## src/hw/rtl/fis_pkg.sv

```systemverilog
package fis_pkg;

  // Sequencer states of the statistics engine.
  typedef enum logic [3:0] {
    S_IDLE,
    S_PREP,
    S_DIV_MEAN,
    S_MEAN,
    S_ERR,
    S_MUL,
    S_ACC,
    S_DIV_VAR,
    S_SQRT,
    S_DIV_RATE,
    S_RATE,
    S_OUT
  } fis_state_t;

  // Width of the shared add/subtract unit: one guard bit above a 65-bit operand.
  localparam int unsigned ALU_W = 66;

  // Highest reportable rate: one gigahertz expressed in millihertz.
  localparam logic [63:0] RATE_MAX_MHZ = 64'd1000000000000;

  // Steps of the restoring divider (64-bit dividend) and of the square root.
  localparam logic [5:0] DIV_LAST = 6'd63;
  localparam logic [5:0] SQRT_LAST = 6'd31;

endpackage

```

## src/hw/rtl/frame_interval_statistics.sv

```systemverilog
// Channel  | Direction | Handshake            | Payload
// ---------+-----------+----------------------+------------------------------------------
// in_      | input     | in_valid / in_stall  | in_timestamp_ns
// out_     | output    | out_valid / out_stall| interval_count, min, max, mean, stddev, rate
//
// One transaction occupies the block from one accepting edge to the next: the single shared
// 66-bit add/subtract unit serves three 64-step restoring divisions, an MW-step shift-add
// multiplication (MW = INTERVAL_BITS + MEAN_FRAC_BITS) and a 32-step square root in turn.
// A zero mean skips the rate division. The priming transaction goes straight to the output
// state.
// Reset is synchronous and active low; it clears the statistics and the sequencer.
// The block stalls its input while a transaction is in work; a finished result waits in the
// output register, so a stalled output only holds the sequencer in its final state.

module frame_interval_statistics
  import fis_pkg::*;
#(
  parameter int unsigned INTERVAL_BITS  = 32,
  parameter int unsigned COUNT_BITS     = 32,
  parameter int unsigned MEAN_FRAC_BITS = 16
) (
  input  logic        clk,
  input  logic        rst_n,
  input  logic        in_valid,
  output logic        in_stall,
  input  logic [63:0] in_timestamp_ns,
  output logic        out_valid,
  input  logic        out_stall,
  output logic [31:0] out_interval_count,
  output logic [31:0] out_min_interval_ns,
  output logic [31:0] out_max_interval_ns,
  output logic [47:0] out_mean_interval,
  output logic [31:0] out_stddev_interval_ns,
  output logic [39:0] out_mean_rate_mhz
);

  // The mean carries the interval width plus its fraction; the product of two
  // deviations needs twice that.
  localparam int unsigned MW = INTERVAL_BITS + MEAN_FRAC_BITS;
  localparam int unsigned PW = 2 * MW;

  localparam logic [63:0] IV_MAX   = (64'(1) << INTERVAL_BITS) - 64'(1);
  localparam logic [63:0] RATE_NUM = RATE_MAX_MHZ << MEAN_FRAC_BITS;
  localparam logic [5:0]  MUL_LAST = 6'(MW - 1);

  fis_state_t state_r, state_nxt;

  // Statistics kept across transactions.
  logic                     primed_r, primed_nxt;
  logic [63:0]              last_r, last_nxt;
  logic [COUNT_BITS-1:0]    count_r, count_nxt;
  logic [INTERVAL_BITS-1:0] min_r, min_nxt;
  logic [INTERVAL_BITS-1:0] max_r, max_nxt;
  logic [MW-1:0]            mean_r, mean_nxt;
  logic [63:0]              sq_r, sq_nxt;

  // Working registers of one transaction.
  logic [INTERVAL_BITS-1:0] x_r, x_nxt;
  logic                     neg_r, neg_nxt;
  logic [MW-1:0]            d_r, d_nxt;
  logic [63:0]              dq_r, dq_nxt;
  logic [63:0]              rem_r, rem_nxt;
  logic [63:0]              den_r, den_nxt;
  logic [PW-1:0]            prod_r, prod_nxt;
  logic [63:0]              v_r, v_nxt;
  logic [63:0]              res_r, res_nxt;
  logic [5:0]               cnt_r, cnt_nxt;
  logic [31:0]              std_r, std_nxt;
  logic [39:0]              rate_r, rate_nxt;

  // Output register.
  logic        ov_r, ov_nxt;
  logic [31:0] o_count_r, o_count_nxt;
  logic [31:0] o_min_r, o_min_nxt;
  logic [31:0] o_max_r, o_max_nxt;
  logic [47:0] o_mean_r, o_mean_nxt;
  logic [31:0] o_std_r, o_std_nxt;
  logic [39:0] o_rate_r, o_rate_nxt;

  // The shared add/subtract unit.
  logic [ALU_W-1:0] alu_a, alu_b, alu_res;
  logic             alu_sub;
  logic             borrow;

  assign alu_res = alu_sub ? (alu_a - alu_b) : (alu_a + alu_b);
  assign borrow  = alu_res[ALU_W-1];

  logic        in_take;
  logic        out_take;
  logic        out_load;
  logic        step_last;
  logic [63:0] ts_diff;
  logic [63:0] x_wide;
  logic [MW-1:0] xq;
  logic [MW-1:0] step_q;
  logic [63:0] sq_bit;
  logic [127:0] prod_ext;
  logic [127:0] prod_sh;
  logic [63:0] sq_inc;
  logic [63:0] sq_sat;
  logic [64:0] div_shift;
  logic [63:0] div_q;
  logic [63:0] div_rem;

  assign in_stall  = (state_r != S_IDLE);
  assign in_take   = in_valid && !in_stall;
  assign out_take  = ov_r && !out_stall;
  assign out_load  = (state_r == S_OUT) && (!ov_r || !out_stall);
  assign step_last = (cnt_r == 6'd0);

  // A timestamp that does not move forward gives a zero interval; a long one saturates.
  assign ts_diff = (in_timestamp_ns > last_r) ? (in_timestamp_ns - last_r) : 64'd0;
  assign x_wide  = (ts_diff > IV_MAX) ? IV_MAX : ts_diff;

  assign xq     = MW'(x_r) << MEAN_FRAC_BITS;
  assign step_q = MW'(dq_r);
  assign sq_bit = 64'(1) << {cnt_r[4:0], 1'b0};

  // The product is scaled back by both fraction widths and clipped to 64 bits.
  assign prod_ext = 128'(prod_r);
  assign prod_sh  = prod_ext >> (2 * MEAN_FRAC_BITS);
  assign sq_inc   = (|prod_sh[127:64]) ? '1 : prod_sh[63:0];
  assign sq_sat   = alu_res[64] ? '1 : alu_res[63:0];

  // One restoring division step: the partial remainder takes the next dividend bit,
  // and the divisor comes off when it fits.
  assign div_shift = {rem_r, dq_r[63]};
  assign div_q     = {dq_r[62:0], !borrow};
  assign div_rem   = borrow ? div_shift[63:0] : alu_res[63:0];

  // Next state.
  always_comb begin
    state_nxt = state_r;
    unique case (state_r)
      S_IDLE: begin
        if (in_take) begin
          state_nxt = primed_r ? S_PREP : S_OUT;
        end
      end
      S_PREP:     state_nxt = S_DIV_MEAN;
      S_DIV_MEAN: if (step_last) state_nxt = S_MEAN;
      S_MEAN:     state_nxt = S_ERR;
      S_ERR:      state_nxt = S_MUL;
      S_MUL:      if (step_last) state_nxt = S_ACC;
      S_ACC:      state_nxt = S_DIV_VAR;
      S_DIV_VAR:  if (step_last) state_nxt = S_SQRT;
      S_SQRT: begin
        if (step_last) begin
          state_nxt = (mean_r == '0) ? S_OUT : S_DIV_RATE;
        end
      end
      S_DIV_RATE: if (step_last) state_nxt = S_RATE;
      S_RATE:     state_nxt = S_OUT;
      S_OUT:      if (out_load) state_nxt = S_IDLE;
      default:    state_nxt = S_IDLE;
    endcase
  end

  // Datapath and operand selection for the shared unit.
  always_comb begin
    primed_nxt = primed_r;
    last_nxt   = last_r;
    count_nxt  = count_r;
    min_nxt    = min_r;
    max_nxt    = max_r;
    mean_nxt   = mean_r;
    sq_nxt     = sq_r;
    x_nxt      = x_r;
    neg_nxt    = neg_r;
    d_nxt      = d_r;
    dq_nxt     = dq_r;
    rem_nxt    = rem_r;
    den_nxt    = den_r;
    prod_nxt   = prod_r;
    v_nxt      = v_r;
    res_nxt    = res_r;
    cnt_nxt    = cnt_r;
    std_nxt    = std_r;
    rate_nxt   = rate_r;
    alu_a      = '0;
    alu_b      = '0;
    alu_sub    = 1'b1;
    ov_nxt      = out_take ? 1'b0 : ov_r;
    o_count_nxt = o_count_r;
    o_min_nxt   = o_min_r;
    o_max_nxt   = o_max_r;
    o_mean_nxt  = o_mean_r;
    o_std_nxt   = o_std_r;
    o_rate_nxt  = o_rate_r;

    unique case (state_r)
      S_IDLE: begin
        if (in_take) begin
          primed_nxt = 1'b1;
          last_nxt   = in_timestamp_ns;
          x_nxt      = INTERVAL_BITS'(x_wide);
        end
      end
      S_PREP: begin
        if (count_r == '0 || x_r < min_r) min_nxt = x_r;
        if (count_r == '0 || x_r > max_r) max_nxt = x_r;
        if (count_r != '1) count_nxt = count_r + 1'b1;
        neg_nxt = (xq < mean_r);
        alu_a   = neg_nxt ? ALU_W'(mean_r) : ALU_W'(xq);
        alu_b   = neg_nxt ? ALU_W'(xq) : ALU_W'(mean_r);
        d_nxt   = MW'(alu_res);
        dq_nxt  = 64'(MW'(alu_res));
        rem_nxt = '0;
        den_nxt = 64'(count_nxt);
        cnt_nxt = DIV_LAST;
      end
      S_DIV_MEAN, S_DIV_VAR, S_DIV_RATE: begin
        alu_a   = ALU_W'(div_shift);
        alu_b   = ALU_W'(den_r);
        dq_nxt  = div_q;
        rem_nxt = div_rem;
        cnt_nxt = cnt_r - 1'b1;
        if (state_r == S_DIV_VAR && step_last) begin
          v_nxt   = div_q;
          res_nxt = '0;
          cnt_nxt = SQRT_LAST;
        end
      end
      S_MEAN: begin
        alu_a    = ALU_W'(mean_r);
        alu_b    = ALU_W'(step_q);
        alu_sub  = neg_r;
        mean_nxt = MW'(alu_res);
      end
      S_ERR: begin
        // The deviation from the new mean is the old deviation less the step.
        alu_a    = ALU_W'(d_r);
        alu_b    = ALU_W'(step_q);
        prod_nxt = {{MW{1'b0}}, MW'(alu_res)};
        cnt_nxt  = MUL_LAST;
      end
      S_MUL: begin
        alu_a    = ALU_W'(prod_r[PW-1:MW]);
        alu_b    = prod_r[0] ? ALU_W'(d_r) : '0;
        alu_sub  = 1'b0;
        prod_nxt = {alu_res[MW:0], prod_r[MW-1:1]};
        cnt_nxt  = cnt_r - 1'b1;
      end
      S_ACC: begin
        alu_a   = ALU_W'(sq_r);
        alu_b   = ALU_W'(sq_inc);
        alu_sub = 1'b0;
        sq_nxt  = sq_sat;
        dq_nxt  = sq_sat;
        rem_nxt = '0;
        den_nxt = 64'(count_r);
        cnt_nxt = DIV_LAST;
      end
      S_SQRT: begin
        alu_a = ALU_W'(v_r);
        alu_b = ALU_W'(res_r | sq_bit);
        if (!borrow) begin
          v_nxt   = alu_res[63:0];
          res_nxt = (res_r >> 1) + sq_bit;
        end else begin
          res_nxt = res_r >> 1;
        end
        cnt_nxt = cnt_r - 1'b1;
        if (step_last) begin
          std_nxt  = 32'(res_nxt);
          rate_nxt = '0;
          dq_nxt   = RATE_NUM;
          rem_nxt  = '0;
          den_nxt  = 64'(mean_r);
          cnt_nxt  = DIV_LAST;
        end
      end
      S_RATE: begin
        rate_nxt = (dq_r > RATE_MAX_MHZ) ? 40'(RATE_MAX_MHZ) : 40'(dq_r);
      end
      S_OUT: begin
        if (out_load) begin
          ov_nxt = 1'b1;
          if (count_r == '0) begin
            o_count_nxt = '0;
            o_min_nxt   = '0;
            o_max_nxt   = '0;
            o_mean_nxt  = '0;
            o_std_nxt   = '0;
            o_rate_nxt  = '0;
          end else begin
            o_count_nxt = 32'(count_r);
            o_min_nxt   = 32'(min_r);
            o_max_nxt   = 32'(max_r);
            o_mean_nxt  = 48'(mean_r);
            o_std_nxt   = std_r;
            o_rate_nxt  = rate_r;
          end
        end
      end
      default: begin
      end
    endcase
  end

  always_ff @(posedge clk) begin
    if (!rst_n) begin
      state_r  <= S_IDLE;
      primed_r <= 1'b0;
      last_r   <= '0;
      count_r  <= '0;
      min_r    <= '0;
      max_r    <= '0;
      mean_r   <= '0;
      sq_r     <= '0;
      ov_r     <= 1'b0;
    end else begin
      state_r  <= state_nxt;
      primed_r <= primed_nxt;
      last_r   <= last_nxt;
      count_r  <= count_nxt;
      min_r    <= min_nxt;
      max_r    <= max_nxt;
      mean_r   <= mean_nxt;
      sq_r     <= sq_nxt;
      ov_r     <= ov_nxt;
    end
  end

  always_ff @(posedge clk) begin
    x_r       <= x_nxt;
    neg_r     <= neg_nxt;
    d_r       <= d_nxt;
    dq_r      <= dq_nxt;
    rem_r     <= rem_nxt;
    den_r     <= den_nxt;
    prod_r    <= prod_nxt;
    v_r       <= v_nxt;
    res_r     <= res_nxt;
    cnt_r     <= cnt_nxt;
    std_r     <= std_nxt;
    rate_r    <= rate_nxt;
    o_count_r <= o_count_nxt;
    o_min_r   <= o_min_nxt;
    o_max_r   <= o_max_nxt;
    o_mean_r  <= o_mean_nxt;
    o_std_r   <= o_std_nxt;
    o_rate_r  <= o_rate_nxt;
  end

  assign out_valid              = ov_r;
  assign out_interval_count     = o_count_r;
  assign out_min_interval_ns    = o_min_r;
  assign out_max_interval_ns    = o_max_r;
  assign out_mean_interval      = o_mean_r;
  assign out_stddev_interval_ns = o_std_r;
  assign out_mean_rate_mhz      = o_rate_r;

  // A report with no intervals carries a zero mean, deviation and rate.
  a_zero_report: assert property (@(posedge clk) disable iff (!rst_n)
    (ov_r && o_count_r == '0) |-> (o_mean_r == '0 && o_std_r == '0 && o_rate_r == '0))
    else $error("statistics reported without intervals");

  // Between transactions the minimum never exceeds the maximum.
  a_min_max: assert property (@(posedge clk) disable iff (!rst_n)
    (state_r == S_IDLE && count_r != '0) |-> (min_r <= max_r))
    else $error("minimum above maximum");

  // The running mean stays within the range of the intervals seen.
  a_mean_bound: assert property (@(posedge clk) disable iff (!rst_n)
    (state_r == S_IDLE && count_r != '0) |->
      (mean_r <= (MW'(max_r) << MEAN_FRAC_BITS) && mean_r >= (MW'(min_r) << MEAN_FRAC_BITS)))
    else $error("mean outside the interval range");

  // An accepted transaction always leaves the idle state.
  a_start: assert property (@(posedge clk) disable iff (!rst_n)
    in_take |=> (state_r != S_IDLE))
    else $error("transaction accepted without starting");

endmodule
```

## config.mk

```make
export PLATFORM = sky130hd
export DESIGN_NAME = frame_interval_statistics
export DESIGN_NICKNAME = d
export VERILOG_FILES = /design/src/hw/rtl/fis_pkg.sv /design/src/hw/rtl/frame_interval_statistics.sv
export SDC_FILE = /design/constraint.sdc
export NUM_CORES = 2
export LEC_CHECK = 0
export BUFFER_PORTS_ARGS = -buffer_cell sky130_fd_sc_hd__buf_2
export CAP_MARGIN = 20
export CORE_ASPECT_RATIO = 0.5
export CORE_MARGIN = 3
export CORE_UTILIZATION = 35
export DETAILED_ROUTE_END_ITERATION = 10
export PLACE_DENSITY_LB_ADDON = 0.1
export SYNTH_ARGS = -nofsm -noshare
export SYNTH_HDL_FRONTEND = slang
export SYNTH_SLANG_ARGS = --single-unit
```

## constraint.sdc

```tcl
create_clock -name clk -period 54.3 [get_ports clk]
set_input_delay 8.145 -clock clk [delete_from_list [all_inputs] [get_ports clk]]
set_output_delay 8.145 -clock clk [all_outputs]
set_load 0.01 [all_outputs]
```

# [Yosys cells after proc, flatten, opt, wreduce, memory -nomap -nowiden]
# Cells that the tools add are included.
[totals] register_bits=1069 output_inout_bits=218 word_cells=144
[op_classes] addsub=6 order_cmp=6 n_eq_ne=21 shifts=1 muxes=43 bitwise=1 n_reduce_logical=39
[op_table] cell="2-to-1 mux 64 bit" n=10
[op_table] cell="one-hot mux 65 bit (7 select lines)" n=1
[op_table] cell="one-hot mux 64 bit (3 select lines)" n=2
[op_table] cell="one-hot mux 64 bit (6 select lines)" n=1
[op_table] cell="one-hot mux 64 bit (2 select lines)" n=2
[op_table] cell="one-hot mux 64 bit (4 select lines)" n=1
[op_table] cell="one-hot mux 96 bit (2 select lines)" n=1
[op_table] cell="2-to-1 mux 48 bit" n=3
[op_table] cell="2-to-1 mux 40 bit" n=2
[op_table] cell="one-hot mux 40 bit (2 select lines)" n=1
[op_table] cell="adder 66 bit" n=1
[op_table] cell="2-to-1 mux 66 bit" n=1
[op_table] cell="subtractor 66 bit" n=1
[op_table] cell="adder 63 x 64 -> 64 bit" n=1
[op_table] cell="> comparator 64 x 32 -> 1 bit (second input constant)" n=1
[op_table] cell="> comparator 64 x 40 -> 1 bit (second input constant)" n=1
[op_table] cell="> comparator 64 bit" n=1
[op_table] cell="bitwise OR 64 bit" n=1
[op_table] cell="<< shifter 1 x 6 -> 64 bit (first input constant)" n=1
[op_table] cell="subtractor 64 bit" n=1
[op_table] cell="zero test 48 bit" n=1
[op_table] cell="less-than comparator 48 bit" n=1
[op_table] cell="one-hot mux 4 bit (12 select lines)" n=1
[op_table] cell="adder 32 x 1 -> 32 bit (second input constant)" n=1
[op_table] cell="other kinds (31)" n=79

# [Depth between registers and ports, before layout]
[depth] word_depth=8 ltp_mapped=41

# [Worst setup path after synthesis]
# Ideal clock, no wire load.
[synth_timing] path_kind="in2reg" start="in out_stall" end="reg o_count_r[0], in the netlist out_interval_count[0], enable pin" setup_ps=1101 arrival_ps=23631 required_ps=53199 slack_ps=29567 path_stages=2 cell_sequence="nand2_1 nor3b_1"
[synth_via] elab_chain_cells=4
[synth_lines] item="start: declaration" line="frame_interval_statistics.sv:28" text="input logic out_stall,"
[synth_lines] item="zero test 1 bit" line="frame_interval_statistics.sv:108" text="assign out_load = (state_r == S_OUT) && (!ov_r || !out_stall);"
[synth_lines] item="logical OR 1 bit" line="frame_interval_statistics.sv:108"
[synth_lines] item="logical AND 1 bit" line="frame_interval_statistics.sv:108"
[synth_lines] item="AND reduction 2 bit (no source line)"
[synth_lines] item="end signal: assignment" line="frame_interval_statistics.sv:338" text="o_count_r <= o_count_nxt;"
[synth_lines] item="end: declaration" line="frame_interval_statistics.sv:73" text="logic [31:0] o_count_r, o_count_nxt;"
# Every way passes these cells.
# A chain may end at the register's enable or synchronous reset.

# [Final worst setup path]
[layout_timing] start="in in_timestamp_ns[0]" end="reg x_r[22], data pin"
[layout_via] elab_chain_cells=3
[layout_lines] item="start: declaration" line="frame_interval_statistics.sv:26" text="input logic [63:0] in_timestamp_ns,"
[layout_lines] item="subtractor 64 bit / > comparator 64 bit (equally long branches)" line="frame_interval_statistics.sv:112" text="assign ts_diff = (in_timestamp_ns > last_r) ? (in_timestamp_ns - last_r) : 64'd0;"
[layout_lines] item="2-to-1 mux 64 bit *" line="frame_interval_statistics.sv:112"
[layout_lines] item="> comparator 64 x 32 -> 1 bit" line="frame_interval_statistics.sv:113" text="assign x_wide = (ts_diff > IV_MAX) ? IV_MAX : ts_diff;"
[layout_lines] item="end signal: assignment" line="frame_interval_statistics.sv:326" text="x_r <= x_nxt;"
[layout_lines] item="end: declaration" line="frame_interval_statistics.sv:58" text="logic [INTERVAL_BITS-1:0] x_r, x_nxt;"
# Mark *: on every way between the ends. The rest lies on a longest branch, timed or not.

==> results.cfg <==
[status]
outcome = finished, final reports clean

[timing]
setup_violations = 0
period_share = 0.229
fmax_ghz = 0.0803
period_minus_slack_ns = 12.45
maxSlewViolCount = 0
finalHoldWorstSlack_ns = 0.458
grt_setup_unrepaired = false
worstMarginPinSlew_ns = 1.29
tns_ns = 0
fin_skew_ns = 0.0389
slew_headroom = 0.139
hold_viol = 0

[hold_path]
hold_depth = 2
hold_class = reg2reg
hold_path_end = max_r[20]$_SDFFE_PN0P_
holdCritStartpoint = max_r[20]$_SDFFE_PN0P_

[routing]
drc = 0
first_pass_iters = 7
wl_mm = 256
wire_per_inst_um = 28.7
viasPerCell = 5.92
drtAntennaViolNets = 0
num_vias = 52700
drtIter0Drc = 6887

[finish]
drive_gt1_frac = 0.107
nets = 6857
nFillCells = 17100
final_area_um2 = 68300
finalCoreUtilization = 0.399
syn2layout_area_growth_pct = 12.5

[worst_setup_path]
crit_fanout = 32
path_cells = buf_2 -> inv_1 -> ha_1 -> inv_1 -> fa_1 -> a21o_1 -> a21o_1 -> a21boi_0 -> o21ai_0 -> o21bai_1 -> a21oi_1 -> o21ai_0 -> nand4_1 -> or4_1 -> nor4_1 -> nand4_1 -> nor4_2 -> buf_4 -> a21oi_1
cp-start-kind = input port
critPathCaptureType = flop
path_delay_family = compound AO/OA/AOI/OAI gates
crit_cells = 19
r2r_end = res_r[1]$_SDFFCE_PN0P_
arrival_ns = 12.92
worst_ep_required_time_ns = 54.77
ff2ff_setup_slack_ns = 42.05
slowest_delay_ns = 0.60
crit_type = in2reg
cp_num_buf_inv = 4
worstReg2RegStart = mean_r[26]$_SDFFE_PN0P_
rr_worst_depth = 35
cp_slowest_cell = a21boi_0

[placed_design]
portBuffers = 285
gp_congestion = 0.965
hpwlAfterDp_mm = 187
placed_cell_area_um2 = 64500

[clock_network]
insertion_delay_ns = 0.76
cts_tree = built
cts.sinks = 1053
cts_setup_buffers = 0
htreeDepth = 3
clock_path_buffers = 3
clk_pin_slew_ns = 0.07
numCtsBuffers = 106
clock-root-buffer = clkbuf_16
post_cts_resized = 0
hold_buffers = 0

[global_route]
grt_pass1_wl_mm = 364
grt_pass1_vias = 50200
antenna_found_initial = 17
grt_usage = 0.277
overflow = 0
grt_start_max_net_pins = 134

[floorplanning]
initial_utilization = 0.354
dieArea_um2 = 179000
core_area_um2 = 171000
fp.dieH_um = 300
ios = 286
die_w_um = 595
rows = 107

[synth]
synth_warnings = 0
ys_seq_area_frac = 0.475
synthCells = 6441
synth.distinct_cells = 98
synth_edf_count = 775
synth_area_leaders = edfxtp_1, dfxtp_1, nand2_1, ha_1, o21ai_0
synth_area_um2 = 60700
synth-seq-cells = 1053
yosysTopAreaCellShare = 0.384
avgSynthCellArea_um2 = 9.42
yosysTopAreaCell = edfxtp_1
synth_fp_nets = 6776
async_flop_share = 0
ys_dominant_reg_cell = edfxtp_1

[job]
drv_cap = 0
-- state kept, by name (all words and copies together) (netlist names), 40 cells and up --
name               count
mean_r                48
rem_r                 64
v_r                   64
prod_r                96
rate_r                40
last_r                64
dq_r                  64
out_mean_interval     48
sq_r                  64
out_mean_rate_mhz     40
res_r                 64
d_r                   48
den_r                 48
-- tightest hold or removal path: cells and delay by family, from the launching register on --
kind             cells  cell delay [ns]
flip-flops           1             0.31
AO/OA/AOI/OAI        1             0.06
AND/OR/NAND/NOR      1             0.05
-- cells by family after synthesis --
family | Yosys count | synth area share
AND/OR/NAND/NOR | 2237 | 0.173
multiplexers | 76 | 0.0129
adder cells (fa/ha/maj) | 267 | 0.0553
AO/OA/AOI/OAI | 1836 | 0.202
XOR/XNOR | 234 | 0.0341
flip-flops | 1053 | 0.475
buffers and inverters | 738 | 0.0477
-- cell usage after synthesis (all sizes together), types with 88 or more instances --
cell      n
nand2   945
edfxtp  775
nor2    453
o21ai   448
a21oi   428
clkbuf  373
inv     281
dfxtp   278
ha      265
nor2b   162
xnor2   148
nand3   138
and2    127
a21o    120
a21boi  107
a31oi   106
nand4    88
-- how the worst max path moves through the flow --
stage / from / end
floorplan: out_stall / out_interval_count[0]$_SDFFCE_PN0P_
global placement: in_timestamp_ns[0] / x_r[0]$_SDFFCE_PN1P_
detailed placement: in_timestamp_ns[0] / x_r[22]$_SDFFCE_PN1P_
CTS: in_timestamp_ns[0] / x_r[22]$_SDFFCE_PN1P_
global route: mean_r[23]$_SDFFE_PN0P_ / res_r[1]$_SDFFCE_PN0P_
finish: in_timestamp_ns[0] / x_r[22]$_SDFFCE_PN1P_
-- per-layer routing --
layer | up-vias | part of all wire | GRT usage | wire (um)
met5 | - | 0.00013 | 0 | 33
met4 | 4 | 0.030 | 0.0762 | 7540
met3 | 367 | 0.10 | 0.0655 | 25700
met2 | 2578 | 0.43 | 0.417 | 109000
met1 | 26100 | 0.44 | 0.396 | 113000
li1 | 23700 | - | - | -
-- metrics by stage --
| step | setup slack, ns | instances |
|---|---|---|
| after CTS | 41.83 | 8900 |
| after global routing | 41.50 | 8904 |
| after detailed placement | 41.02 | 8699 |
| after floorplan | 29.57 | 6441 |
| after global placement | 40.93 | 8692 |
| final | 41.85 | 8907 |
-- layout make-up --
cell class	count	area, um^2	share of cell area
Multi-Input combinational cell	4650	29200	0.428
Sequential cell	1053	28800	0.423
Clock buffer	141	2930	0.0429
Tap cell	2289	2860	0.0420
Timing Repair Buffer	430	2620	0.0384
Inverter	281	1060	0.0156
Clock inverter	60	732	0.0107
Antenna cell	3	7.51	0.000110
-- layout by cell type, fill, tap and decap left out, types with 28 or more instances in the layout --
| master | count |
|---|---|
| buf_4 | 134 |
| inv_1 | 278 |
| a21o_1 | 118 |
| a22oi_1 | 64 |
| a21boi_0 | 107 |
| nand2_1 | 941 |
| a222oi_1 | 67 |
| xnor2_1 | 144 |
| buf_2 | 286 |
| nor2_1 | 447 |
| o21bai_1 | 39 |
| or3_1 | 44 |
| nand2b_1 | 54 |
| nor3_1 | 64 |
| and3_1 | 33 |
| o2111ai_1 | 41 |
| nand3_1 | 133 |
| xor2_1 | 85 |
| nor4_1 | 40 |
| ha_1 | 265 |
| a221o_1 | 75 |
| o211ai_1 | 41 |
| and2_1 | 127 |
| nor2b_1 | 162 |
| dfxtp_1 | 276 |
| o21a_1 | 28 |
| edfxtp_1 | 775 |
| o21ai_0 | 438 |
| mux2i_1 | 57 |
| clkbuf_16 | 109 |
| a31oi_1 | 105 |
| a22o_1 | 29 |
| nand4_1 | 87 |
| a21oi_1 | 426 |
Power is left out: the tool's default activity adds up to more than one toggle a clock period on the data nets, which glitch-free logic cannot reach.
